File: src/sv/nps_pkg.sv
// Shared types and constants of the nearest point search block.
// No dependencies; every other file takes its names from here by scope or by import.
package nps_pkg;

   // Coordinate and distance widths
   localparam int COORD_WIDTH = 16;
   localparam int DIST_WIDTH  = 17;

   // Width of |point - query| and of the range check against the distance ceiling
   localparam int ABS_WIDTH = COORD_WIDTH + 1;
   localparam int CMP_WIDTH = (ABS_WIDTH > DIST_WIDTH) ? ABS_WIDTH : DIST_WIDTH;

   // Square root: one extra root bit catches overflow of the distance field
   localparam int ROOT_WIDTH = DIST_WIDTH + 1;
   localparam int SQ_WIDTH   = 2 * ROOT_WIDTH;
   localparam int PROD_WIDTH = 2 * DIST_WIDTH;
   localparam int REM_WIDTH  = ROOT_WIDTH + 3;
   localparam int CNT_WIDTH  = $clog2(ROOT_WIDTH);

   // Configuration port
   localparam int CSR_WIDTH   = (COORD_WIDTH > DIST_WIDTH) ? COORD_WIDTH : DIST_WIDTH;
   localparam int CSR_INDEX_W = 2;

   typedef logic signed [COORD_WIDTH-1:0] coord_type;
   typedef logic [DIST_WIDTH-1:0]         dist_type;

   localparam dist_type DIST_MAX    = '1;
   localparam dist_type LIMIT_RESET = DIST_WIDTH'(10000);
   localparam coord_type COORD_NONE = '1;

   // Register indexes
   typedef enum logic [CSR_INDEX_W-1:0] {
      REG_QUERY_X        = 2'd0,
      REG_QUERY_Y        = 2'd1,
      REG_DISTANCE_LIMIT = 2'd2
   } csr_index_type;

   // Start of one distance calculation
   typedef struct packed {
      logic      start;
      coord_type point_x;
      coord_type point_y;
      coord_type query_x;
      coord_type query_y;
   } dist_cmd_type;

   // Finished distance
   typedef struct packed {
      logic     done;
      dist_type distance;
   } dist_res_type;

   // Command to the best-point tracker
   typedef struct packed {
      logic      update;
      logic      clear;
      coord_type point_x;
      coord_type point_y;
      dist_type  distance;
      dist_type  limit;
   } track_cmd_type;

   // Best point held so far
   typedef struct packed {
      logic      have_point;
      coord_type x;
      coord_type y;
      dist_type  distance;
   } kept_type;

endpackage

File: src/sv/nps_if.sv
// Handshake channels of the nearest point search block: point words in,
// result words out. Depends on nps_pkg.
interface nps_req_if;
   logic               valid;
   logic               ready;
   nps_pkg::coord_type point_x;
   nps_pkg::coord_type point_y;
   logic               last;

   modport source (output valid, point_x, point_y, last, input ready);
   modport sink   (input valid, point_x, point_y, last, output ready);
endinterface

interface nps_rsp_if;
   logic               valid;
   logic               ready;
   nps_pkg::coord_type best_x;
   nps_pkg::coord_type best_y;
   nps_pkg::dist_type  best_distance;
   logic               found;

   modport source (output valid, best_x, best_y, best_distance, found, input ready);
   modport sink   (input valid, best_x, best_y, best_distance, found, output ready);
endinterface

File: src/sv/nps_dist_unit.sv
// Truncated Euclidean distance: one shared multiplier for the two squares,
// then a digit-by-digit square root, one root bit per cycle. Depends on nps_pkg.
module nps_dist_unit (
   input  logic                  clock,
   input  logic                  reset,
   input  nps_pkg::dist_cmd_type cmd,
   output nps_pkg::dist_res_type res
);

   localparam int AbsW  = nps_pkg::ABS_WIDTH;
   localparam int CmpW  = nps_pkg::CMP_WIDTH;
   localparam int DistW = nps_pkg::DIST_WIDTH;
   localparam int RootW = nps_pkg::ROOT_WIDTH;
   localparam int SqW   = nps_pkg::SQ_WIDTH;
   localparam int ProdW = nps_pkg::PROD_WIDTH;
   localparam int RemW  = nps_pkg::REM_WIDTH;
   localparam int CntW  = nps_pkg::CNT_WIDTH;

   typedef enum logic [2:0] {
      S_IDLE,
      S_SQX,
      S_SQY,
      S_ADD,
      S_ROOT
   } state_type;

   state_type           state_ff, state_in;
   logic [DistW-1:0]    ax_ff, ax_in, ay_ff, ay_in;
   logic                far_ff, far_in;
   logic [ProdW-1:0]    mul_ff, mul_in;
   logic [SqW-1:0]      acc_ff, acc_in;
   logic [RemW-1:0]     rem_ff, rem_in;
   logic [RootW-1:0]    root_ff, root_in;
   logic [CntW-1:0]     count_ff, count_in;
   logic                done_ff, done_in;

   logic signed [AbsW-1:0] diff_x, diff_y;
   logic [AbsW-1:0]        abs_x, abs_y;
   logic [CmpW-1:0]        wide_x, wide_y;
   logic [DistW-1:0]       mul_a;
   logic [RemW-1:0]        rem_sh, trial;
   logic                   take;

   // Offsets from the query point and their magnitudes
   always_comb begin
      diff_x = AbsW'(cmd.point_x) - AbsW'(cmd.query_x);
      diff_y = AbsW'(cmd.point_y) - AbsW'(cmd.query_y);
      abs_x  = diff_x[AbsW-1] ? AbsW'(-diff_x) : AbsW'(diff_x);
      abs_y  = diff_y[AbsW-1] ? AbsW'(-diff_y) : AbsW'(diff_y);
      wide_x = CmpW'(abs_x);
      wide_y = CmpW'(abs_y);
   end

   // Shared multiplier operand
   assign mul_a = (state_ff == S_SQX) ? ax_ff : ay_ff;

   // One root digit: bring down two bits, try subtracting 4*root + 1
   always_comb begin
      rem_sh = {rem_ff[RemW-3:0], acc_ff[SqW-1 -: 2]};
      trial  = {{(RemW-RootW-2){1'b0}}, root_ff, 2'b01};
      take   = rem_sh >= trial;
   end

   always_comb begin
      state_in = state_ff;
      ax_in    = ax_ff;
      ay_in    = ay_ff;
      far_in   = far_ff;
      mul_in   = mul_ff;
      acc_in   = acc_ff;
      rem_in   = rem_ff;
      root_in  = root_ff;
      count_in = count_ff;
      done_in  = 1'b0;
      case (state_ff)
         S_IDLE: begin
            if (cmd.start) begin
               ax_in    = wide_x[DistW-1:0];
               ay_in    = wide_y[DistW-1:0];
               far_in   = (wide_x > CmpW'(nps_pkg::DIST_MAX))
                       || (wide_y > CmpW'(nps_pkg::DIST_MAX));
               state_in = S_SQX;
            end
         end
         S_SQX: begin
            mul_in   = ProdW'(mul_a) * ProdW'(mul_a);
            state_in = S_SQY;
         end
         S_SQY: begin
            mul_in   = ProdW'(mul_a) * ProdW'(mul_a);
            acc_in   = SqW'(mul_ff);
            state_in = S_ADD;
         end
         S_ADD: begin
            acc_in   = acc_ff + SqW'(mul_ff);
            rem_in   = '0;
            root_in  = '0;
            count_in = '0;
            state_in = S_ROOT;
         end
         S_ROOT: begin
            acc_in   = {acc_ff[SqW-3:0], 2'b00};
            rem_in   = take ? rem_sh - trial : rem_sh;
            root_in  = {root_ff[RootW-2:0], take};
            count_in = count_ff + CntW'(1);
            if (count_ff == CntW'(RootW - 1)) begin
               done_in  = 1'b1;
               state_in = S_IDLE;
            end
         end
         default: state_in = S_IDLE;
      endcase
   end

   always_ff @(posedge clock) begin
      if (reset) begin
         state_ff <= S_IDLE;
         done_ff  <= 1'b0;
      end else begin
         state_ff <= state_in;
         done_ff  <= done_in;
      end
      ax_ff    <= ax_in;
      ay_ff    <= ay_in;
      far_ff   <= far_in;
      mul_ff   <= mul_in;
      acc_ff   <= acc_in;
      rem_ff   <= rem_in;
      root_ff  <= root_in;
      count_ff <= count_in;
   end

   // Saturate far points and roots beyond the distance field
   assign res.done     = done_ff;
   assign res.distance = (far_ff || root_ff[RootW-1]) ? nps_pkg::DIST_MAX
                                                      : root_ff[DistW-1:0];

endmodule

File: src/sv/nps_tracker.sv
// Best-point register: qualifies each distance against the limit and keeps
// the lexicographic minimum of (distance, x, y). Depends on nps_pkg.
module nps_tracker (
   input  logic                   clock,
   input  logic                   reset,
   input  nps_pkg::track_cmd_type cmd,
   output nps_pkg::kept_type      kept
);

   nps_pkg::kept_type kept_ff, kept_in;
   logic              better;

   // Smaller distance wins, then smaller x, then smaller y
   always_comb begin
      if (!kept_ff.have_point) begin
         better = 1'b1;
      end else if (cmd.distance != kept_ff.distance) begin
         better = cmd.distance < kept_ff.distance;
      end else if (cmd.point_x != kept_ff.x) begin
         better = cmd.point_x < kept_ff.x;
      end else begin
         better = cmd.point_y < kept_ff.y;
      end
   end

   always_comb begin
      kept_in = kept_ff;
      if (cmd.clear) begin
         kept_in.have_point = 1'b0;
         kept_in.x          = nps_pkg::COORD_NONE;
         kept_in.y          = nps_pkg::COORD_NONE;
         kept_in.distance   = cmd.limit;
      end else if (cmd.update && (cmd.distance < cmd.limit) && better) begin
         kept_in.have_point = 1'b1;
         kept_in.x          = cmd.point_x;
         kept_in.y          = cmd.point_y;
         kept_in.distance   = cmd.distance;
      end
   end

   always_ff @(posedge clock) begin
      if (reset) begin
         kept_ff.have_point <= 1'b0;
         kept_ff.x          <= nps_pkg::COORD_NONE;
         kept_ff.y          <= nps_pkg::COORD_NONE;
         kept_ff.distance   <= nps_pkg::LIMIT_RESET;
      end else begin
         kept_ff <= kept_in;
      end
   end

   assign kept = kept_ff;

endmodule

File: src/sv/nearest_point_search_top.sv
// Top level of the nearest point search block.
// Depends on nps_pkg, nps_if, nps_dist_unit and nps_tracker.
//
// Point words arrive on req (point_x, point_y, last) and are compared with
// the query point in the registers query_x, query_y. A point qualifies when
// its truncated Euclidean distance is below distance_limit; the best one
// (smallest distance, then smallest x, then smallest y) is kept. A word
// with last set takes part in the search and then sends one result word on
// rsp: the best point with found set, or (-1,-1), the limit and found clear.
//
// One point is in work at a time. The distance unit forms the two squares
// through its one multiplier and then the square root, one root bit per
// cycle; req stays low until the distance reaches the tracker, so a new
// word is not taken before the previous one is through. A last word then
// holds req low through the emit state, which forms the result word.
// The result sits in an output register; while rsp is stalled the block
// still takes and searches new points, and only waits before it would have
// to overwrite an unread result. Synchronous reset restores query (0,0),
// limit 10000 and an empty search. Registers are to be written through
// csr_write/csr_index/csr_data while idle; the user is bound to this, and
// the block itself does not enforce it.
module nearest_point_search_top (
   input  logic                                clock,
   input  logic                                reset,
   nps_req_if.sink                             req,
   nps_rsp_if.source                           rsp,
   input  logic                                csr_write,
   input  logic [nps_pkg::CSR_INDEX_W-1:0]     csr_index,
   input  logic [nps_pkg::CSR_WIDTH-1:0]       csr_data
);

   localparam int CoordW = nps_pkg::COORD_WIDTH;
   localparam int DistW  = nps_pkg::DIST_WIDTH;

   typedef enum logic [1:0] {
      S_IDLE,
      S_CALC,
      S_EMIT
   } state_type;

   state_type           state_ff, state_in;
   nps_pkg::coord_type  query_x_ff, query_y_ff;
   nps_pkg::dist_type   limit_ff;
   nps_pkg::coord_type  point_x_ff, point_x_in, point_y_ff, point_y_in;
   logic                last_ff, last_in;

   logic                rsp_valid_ff, rsp_valid_in;
   nps_pkg::coord_type  best_x_ff, best_x_in, best_y_ff, best_y_in;
   nps_pkg::dist_type   best_distance_ff, best_distance_in;
   logic                found_ff, found_in;

   nps_pkg::dist_cmd_type  dist_cmd;
   nps_pkg::dist_res_type  dist_res;
   nps_pkg::track_cmd_type track_cmd;
   nps_pkg::kept_type      kept;

   logic req_fire, emit_fire;

   // Configuration registers
   always_ff @(posedge clock) begin
      if (reset) begin
         query_x_ff <= '0;
         query_y_ff <= '0;
         limit_ff   <= nps_pkg::LIMIT_RESET;
      end else if (csr_write) begin
         case (csr_index)
            nps_pkg::REG_QUERY_X:        query_x_ff <= csr_data[CoordW-1:0];
            nps_pkg::REG_QUERY_Y:        query_y_ff <= csr_data[CoordW-1:0];
            nps_pkg::REG_DISTANCE_LIMIT: limit_ff   <= csr_data[DistW-1:0];
            default: ;
         endcase
      end
   end

   assign req.ready = (state_ff == S_IDLE);
   assign req_fire  = req.valid && req.ready;
   assign emit_fire = (state_ff == S_EMIT) && (!rsp_valid_ff || rsp.ready);

   // Distance unit
   assign dist_cmd.start   = req_fire;
   assign dist_cmd.point_x = req.point_x;
   assign dist_cmd.point_y = req.point_y;
   assign dist_cmd.query_x = query_x_ff;
   assign dist_cmd.query_y = query_y_ff;

   nps_dist_unit u_dist (
      .clock (clock),
      .reset (reset),
      .cmd   (dist_cmd),
      .res   (dist_res)
   );

   // Best-point tracker
   assign track_cmd.update   = dist_res.done;
   assign track_cmd.clear    = emit_fire;
   assign track_cmd.point_x  = point_x_ff;
   assign track_cmd.point_y  = point_y_ff;
   assign track_cmd.distance = dist_res.distance;
   assign track_cmd.limit    = limit_ff;

   nps_tracker u_tracker (
      .clock (clock),
      .reset (reset),
      .cmd   (track_cmd),
      .kept  (kept)
   );

   // Sequencer and result register
   always_comb begin
      state_in         = state_ff;
      point_x_in       = point_x_ff;
      point_y_in       = point_y_ff;
      last_in          = last_ff;
      rsp_valid_in     = rsp_valid_ff && !rsp.ready;
      best_x_in        = best_x_ff;
      best_y_in        = best_y_ff;
      best_distance_in = best_distance_ff;
      found_in         = found_ff;
      case (state_ff)
         S_IDLE: begin
            if (req_fire) begin
               point_x_in = req.point_x;
               point_y_in = req.point_y;
               last_in    = req.last;
               state_in   = S_CALC;
            end
         end
         S_CALC: begin
            if (dist_res.done) begin
               state_in = last_ff ? S_EMIT : S_IDLE;
            end
         end
         S_EMIT: begin
            if (emit_fire) begin
               rsp_valid_in     = 1'b1;
               found_in         = kept.have_point;
               best_x_in        = kept.have_point ? kept.x : nps_pkg::COORD_NONE;
               best_y_in        = kept.have_point ? kept.y : nps_pkg::COORD_NONE;
               best_distance_in = kept.have_point ? kept.distance : limit_ff;
               state_in         = S_IDLE;
            end
         end
         default: state_in = S_IDLE;
      endcase
   end

   always_ff @(posedge clock) begin
      if (reset) begin
         state_ff     <= S_IDLE;
         rsp_valid_ff <= 1'b0;
      end else begin
         state_ff     <= state_in;
         rsp_valid_ff <= rsp_valid_in;
      end
      point_x_ff       <= point_x_in;
      point_y_ff       <= point_y_in;
      last_ff          <= last_in;
      best_x_ff        <= best_x_in;
      best_y_ff        <= best_y_in;
      best_distance_ff <= best_distance_in;
      found_ff         <= found_in;
   end

   assign rsp.valid         = rsp_valid_ff;
   assign rsp.best_x        = best_x_ff;
   assign rsp.best_y        = best_y_ff;
   assign rsp.best_distance = best_distance_ff;
   assign rsp.found         = found_ff;

   // Checks
   a_done_in_calc: assert property (@(posedge clock) disable iff (reset)
      dist_res.done |-> state_ff == S_CALC)
      else $error("distance finished outside a calculation");

   a_one_at_a_time: assert property (@(posedge clock) disable iff (reset)
      req_fire |=> !req.ready)
      else $error("new point taken while one is in work");

   a_clear_after_emit: assert property (@(posedge clock) disable iff (reset)
      emit_fire |=> !kept.have_point && rsp.valid)
      else $error("search not cleared or result lost after emit");

   a_none_marker: assert property (@(posedge clock) disable iff (reset)
      rsp.valid && !rsp.found |-> rsp.best_x == nps_pkg::COORD_NONE
                               && rsp.best_y == nps_pkg::COORD_NONE)
      else $error("empty result without the none marker");

endmodule

File: src/flat_wrapper.sv
// flat-port wrapper written by rule: the top's interface ports become plain ports
module nearest_point_search_top_flat 
  (clock, reset, csr_write, csr_index, csr_data, req_valid, req_point_x, req_point_y, req_last, req_ready, rsp_valid, rsp_best_x, rsp_best_y, rsp_best_distance, rsp_found, rsp_ready);
  nps_req_if req_i ();
  nps_rsp_if rsp_i ();
  input  logic clock;
  input  logic reset;
  input  logic csr_write;
  input  logic [nps_pkg::CSR_INDEX_W-1:0] csr_index;
  input  logic [nps_pkg::CSR_WIDTH-1:0] csr_data;
  input wire logic [$bits(req_i.valid)-1:0] req_valid;
  input wire logic [$bits(req_i.point_x)-1:0] req_point_x;
  input wire logic [$bits(req_i.point_y)-1:0] req_point_y;
  input wire logic [$bits(req_i.last)-1:0] req_last;
  output wire logic [$bits(req_i.ready)-1:0] req_ready;
  output wire logic [$bits(rsp_i.valid)-1:0] rsp_valid;
  output wire logic [$bits(rsp_i.best_x)-1:0] rsp_best_x;
  output wire logic [$bits(rsp_i.best_y)-1:0] rsp_best_y;
  output wire logic [$bits(rsp_i.best_distance)-1:0] rsp_best_distance;
  output wire logic [$bits(rsp_i.found)-1:0] rsp_found;
  input wire logic [$bits(rsp_i.ready)-1:0] rsp_ready;
  assign req_i.valid = req_valid;
  assign req_i.point_x = req_point_x;
  assign req_i.point_y = req_point_y;
  assign req_i.last = req_last;
  assign req_ready = req_i.ready;
  assign rsp_valid = rsp_i.valid;
  assign rsp_best_x = rsp_i.best_x;
  assign rsp_best_y = rsp_i.best_y;
  assign rsp_best_distance = rsp_i.best_distance;
  assign rsp_found = rsp_i.found;
  assign rsp_i.ready = rsp_ready;
  nearest_point_search_top u_core (.clock(clock), .reset(reset), .req(req_i), .rsp(rsp_i), .csr_write(csr_write), .csr_index(csr_index), .csr_data(csr_data));
endmodule
File: config.mk
export PLATFORM = sky130hd
export DESIGN_NAME = nearest_point_search_top_flat
export DESIGN_NICKNAME = d
export VERILOG_FILES = /design/src/sv/nps_pkg.sv /design/src/sv/nps_if.sv /design/src/sv/nps_dist_unit.sv /design/src/sv/nps_tracker.sv /design/src/sv/nearest_point_search_top.sv /design/src/flat_wrapper.sv
export SDC_FILE = /design/constraint.sdc
export NUM_CORES = 1
export LEC_CHECK = 0
export CORE_MARGIN = 1
export CORE_UTILIZATION = 60
export CTS_CLUSTER_SIZE = 28
export DETAILED_ROUTE_END_ITERATION = 7
export DONT_BUFFER_PORTS = 1
export PLACE_DENSITY = 0.76
export SLEW_MARGIN = 40
export SYNTH_ARGS = -nofsm -noshare
export SYNTH_HDL_FRONTEND = slang
export SYNTH_SLANG_ARGS = --single-unit
File: constraint.sdc
create_clock -name clock -period 9.1 [get_ports clock]
set_input_delay 1.365 -clock clock [delete_from_list [all_inputs] [get_ports clock]]
set_output_delay 1.365 -clock clock [all_outputs]
set_load 0.01 [all_outputs]
==> results.sh <==
export IMPL_crit_chain="nor3b_2, buf_4, mux2i_1, inv_1, nand2_1, fa_1, fa_1, inv_1, fa_1, fa_1, fa_1, inv_1, fa_1, inv_1, ha_1, a211o_1, a211o_1, a31oi_1, o21ai_1, a21oi_1, a21oi_1, o221a_2, a211oi_1, xnor2_1"
export IMPL_timing_fmax_mhz=125
export IMPL_cts_buffers=37
export IMPL_ys_seq_area_share_pct=33.5
export IMPL_clock_latency_ps=560
export IMPL_syn_to_final_growth_pct=7.07
export IMPL_slew_violations=0
export IMPL_post_cts_resized=0
export IMPL_die_h_um=214
export IMPL_drc=0
export IMPL_slew_headroom_pct=43.9
export IMPL_ant_nets=0
export IMPL_crit_path_max_incr_delay_ps=560
export IMPL_root_buffer="clkbuf_16"
export IMPL_io_buffer_count=0
export IMPL_setup_violations=0
export IMPL_syn_avg_cell_area_um2=9.66
export IMPL_hold_path_class="reg -> reg"
export IMPL_path_clk_slew_ps=60
export IMPL_cts_sinks=335
export IMPL_hold_viol=0
export IMPL_dr_pass1_iters=6
export IMPL_routed_via_density=5.78
export IMPL_r2r_start="u_core.u_dist.state_ff[0]$_SDFFE_PP0P_"
export IMPL_dp_hpwl_um=48100
export IMPL_worstSetupStartpoint="u_core.u_dist.state_ff[0]$_SDFFE_PP0P_"
export IMPL_final_cell_mix="inv_1 (442), nand2_1 (313), ha_1 (257)"
export IMPL_synth_cell_types=93
export IMPL_postCtsSetupRepairBufs=0
export IMPL_synth_area_top_cells="edfxtp_1 (26%), fa_1 (15%), ha_1 (12%)"
export IMPL_cp_top_family="adder cells"
export IMPL_drive_gt1_share_pct=5.01
export IMPL_synth_top_cell_by_area="edfxtp_1"
export IMPL_crit_path_top_delay_cell="fa_1"
export IMPL_synth_top_flop_cell="edfxtp_1"
export IMPL_die_area_um2=45600
export IMPL_nNetsFinal=3273
export IMPL_drtIter0Drc=1565
export IMPL_routed_wl_um=61900
export IMPL_wl_per_cell_um=18.3
export IMPL_globalRouteTotalUtil_pct=27.8
export IMPL_syn_nets=3289
export IMPL_hold_path_startpoint="u_core.query_x_ff[8]$_SDFFE_PP0P_"
export IMPL_core_area_um2=44200
export IMPL_hold_slack_ps=461
export IMPL_finalCriticalPeriod_ps=8010
export IMPL_met3_usage_pct=3.95
export IMPL_setup_tns_ps=0
export IMPL_antenna_found_initial=1
export IMPL_cts_path_max_buffers=3
export IMPL_antennaDiodeCount=0
export IMPL_grt_pass1_vias=19400
export IMPL_die_w_um=214
export IMPL_outcome="completed"
export IMPL_worstSetupStartpointType="flop"
export IMPL_synth_yosys_warnings=0
export IMPL_drv_cap=0
export IMPL_gr_max_usage_layer="met2"
export IMPL_initial_core_util_pct=60.7
export IMPL_grt_start_max_net_pins=71
export IMPL_layout_commonest_cell="inv_1"
export IMPL_use_met2_pct=44.5
export IMPL_rsz0062_at_grt="false"
export IMPL_worstPathMaxFanout=20
export IMPL_ios=109
export IMPL_synthArstFlopShare_pct=0
export IMPL_htree_num_levels=2
export IMPL_cts_hold_buf=0
export IMPL_synth_edff_count=229
export IMPL_crit_buf_inv=5
export IMPL_cts_tree="built"
export IMPL_cp_end_kind="flop"
export IMPL_tightest_slew_ps=841
export IMPL_grt_overflow=0
export IMPL_worst_clock_skew_ps=25.8
export IMPL_vias=19600
export IMPL_finalCritPeriodShare_pct=88.0
export IMPL_crit_type="reg -> reg"
export IMPL_worstPathRequired_ps=9390
export IMPL_synthCells=2780
export IMPL_use_met1_pct=39.2
export IMPL_postSynthRegisterBits=335
export IMPL_grt_first_pass_wirelength_um=99600
export IMPL_std_cell_rows=77
export IMPL_syn_cell_area_um2=26900
export IMPL_arrival_ps=8290
export IMPL_cp_common_cell="fa_1"
export IMPL_yosysTopAreaCellShare_pct=25.6
export IMPL_gp_congestion=0.942
cell type report:
type | instances | area [µm²]
clock buffers | 48 | 1030
clock inverters | 20 | 233
fillers | 3446 | 15500
inverters | 450 | 1690
multi-input cells | 1917 | 15900
flip-flops and latches | 335 | 9000
well taps | 592 | 741
repair buffers | 23 | 173
stage by stage:
step                util, %  worst slack, ps  instances  instance area, µm²
global route           65.0              599       3385               28800
global placement       62.1             1240       3317               27500
finish                 65.0             1090       3385               28800
detailed placement     62.2             1160       3317               27500
floorplan                 -             1690       2780               26900
CTS                    65.0             1140       3385               28700
final timing paths:
kind	slack, ps	cells after the start	to
worst min register to register	460	2	u_core.query_x_ff[8]$_SDFFE_PP0P_
worst max-delay path	1090	24	u_core.u_dist.mul_ff[33]$_DFFE_PP_
worst min-delay path	460	2	u_core.query_x_ff[8]$_SDFFE_PP0P_
worst max register to register	1090	24	u_core.u_dist.mul_ff[33]$_DFFE_PP_
state kept, by name (all words and copies together), names as in the netlist, 2 cells and up:
register and count:
u_core.limit_ff 17, u_core.point_x_ff 16, u_core.u_dist.ay_ff 17, u_core.u_dist.root_ff 18, u_core.u_dist.rem_ff 19, u_core.state_ff 2
u_core.query_x_ff 16, u_core.query_y_ff 16, u_core.rsp.best_x 16, u_core.u_dist.count_ff 5, u_core.u_dist.acc_ff 36, u_core.u_dist.state_ff 3
u_core.u_dist.ax_ff 17, u_core.u_tracker.kept 50, u_core.u_dist.mul_ff 33, u_core.rsp.best_distance 17, u_core.point_y_ff 16, u_core.rsp.best_y 16
synth_stat cells (all sizes together), types with 65 or more instances:
library cell  instances
ha                  257
nand2               314
clkbuf               65
edfxtp              229
o21ai               100
dfxtp               106
xnor2                90
a21oi               153
nor2                215
inv                 444
mux2i                77
fa                  195
logic make-up (layout without fill, tap and decap cells):
logic type               Yosys count  after routing  synth area share [%]
AND/OR/NAND/NOR                  736            736                  12.3
buffers and inverters            528            541                  7.51
AO/OA/AOI/OAI                    506            506                  12.4
adder cells (fa/ha/maj)          452            452                  26.5
flip-flops                       335            335                  33.5
XOR/XNOR                         132            132                  4.30
multiplexers                      90             90                  3.46
other                              1              1                0.0140
routing by layer:
metal,wire [µm],up-vias
met3,3920,108
met2,28700,650
li1,-,9350
met4,1650,2
met5,13,-
met1,27600,9460
tightest hold or removal path: cells and delay by family, from the launching register on:
family / cells / cell delay, ps
AO/OA/AOI/OAI: 1 / 50
AND/OR/NAND/NOR: 1 / 50
flip-flops: 1 / 310
Power is not shown: default switching activity piles up to over one toggle a cycle in this logic, so the estimate is an artifact.
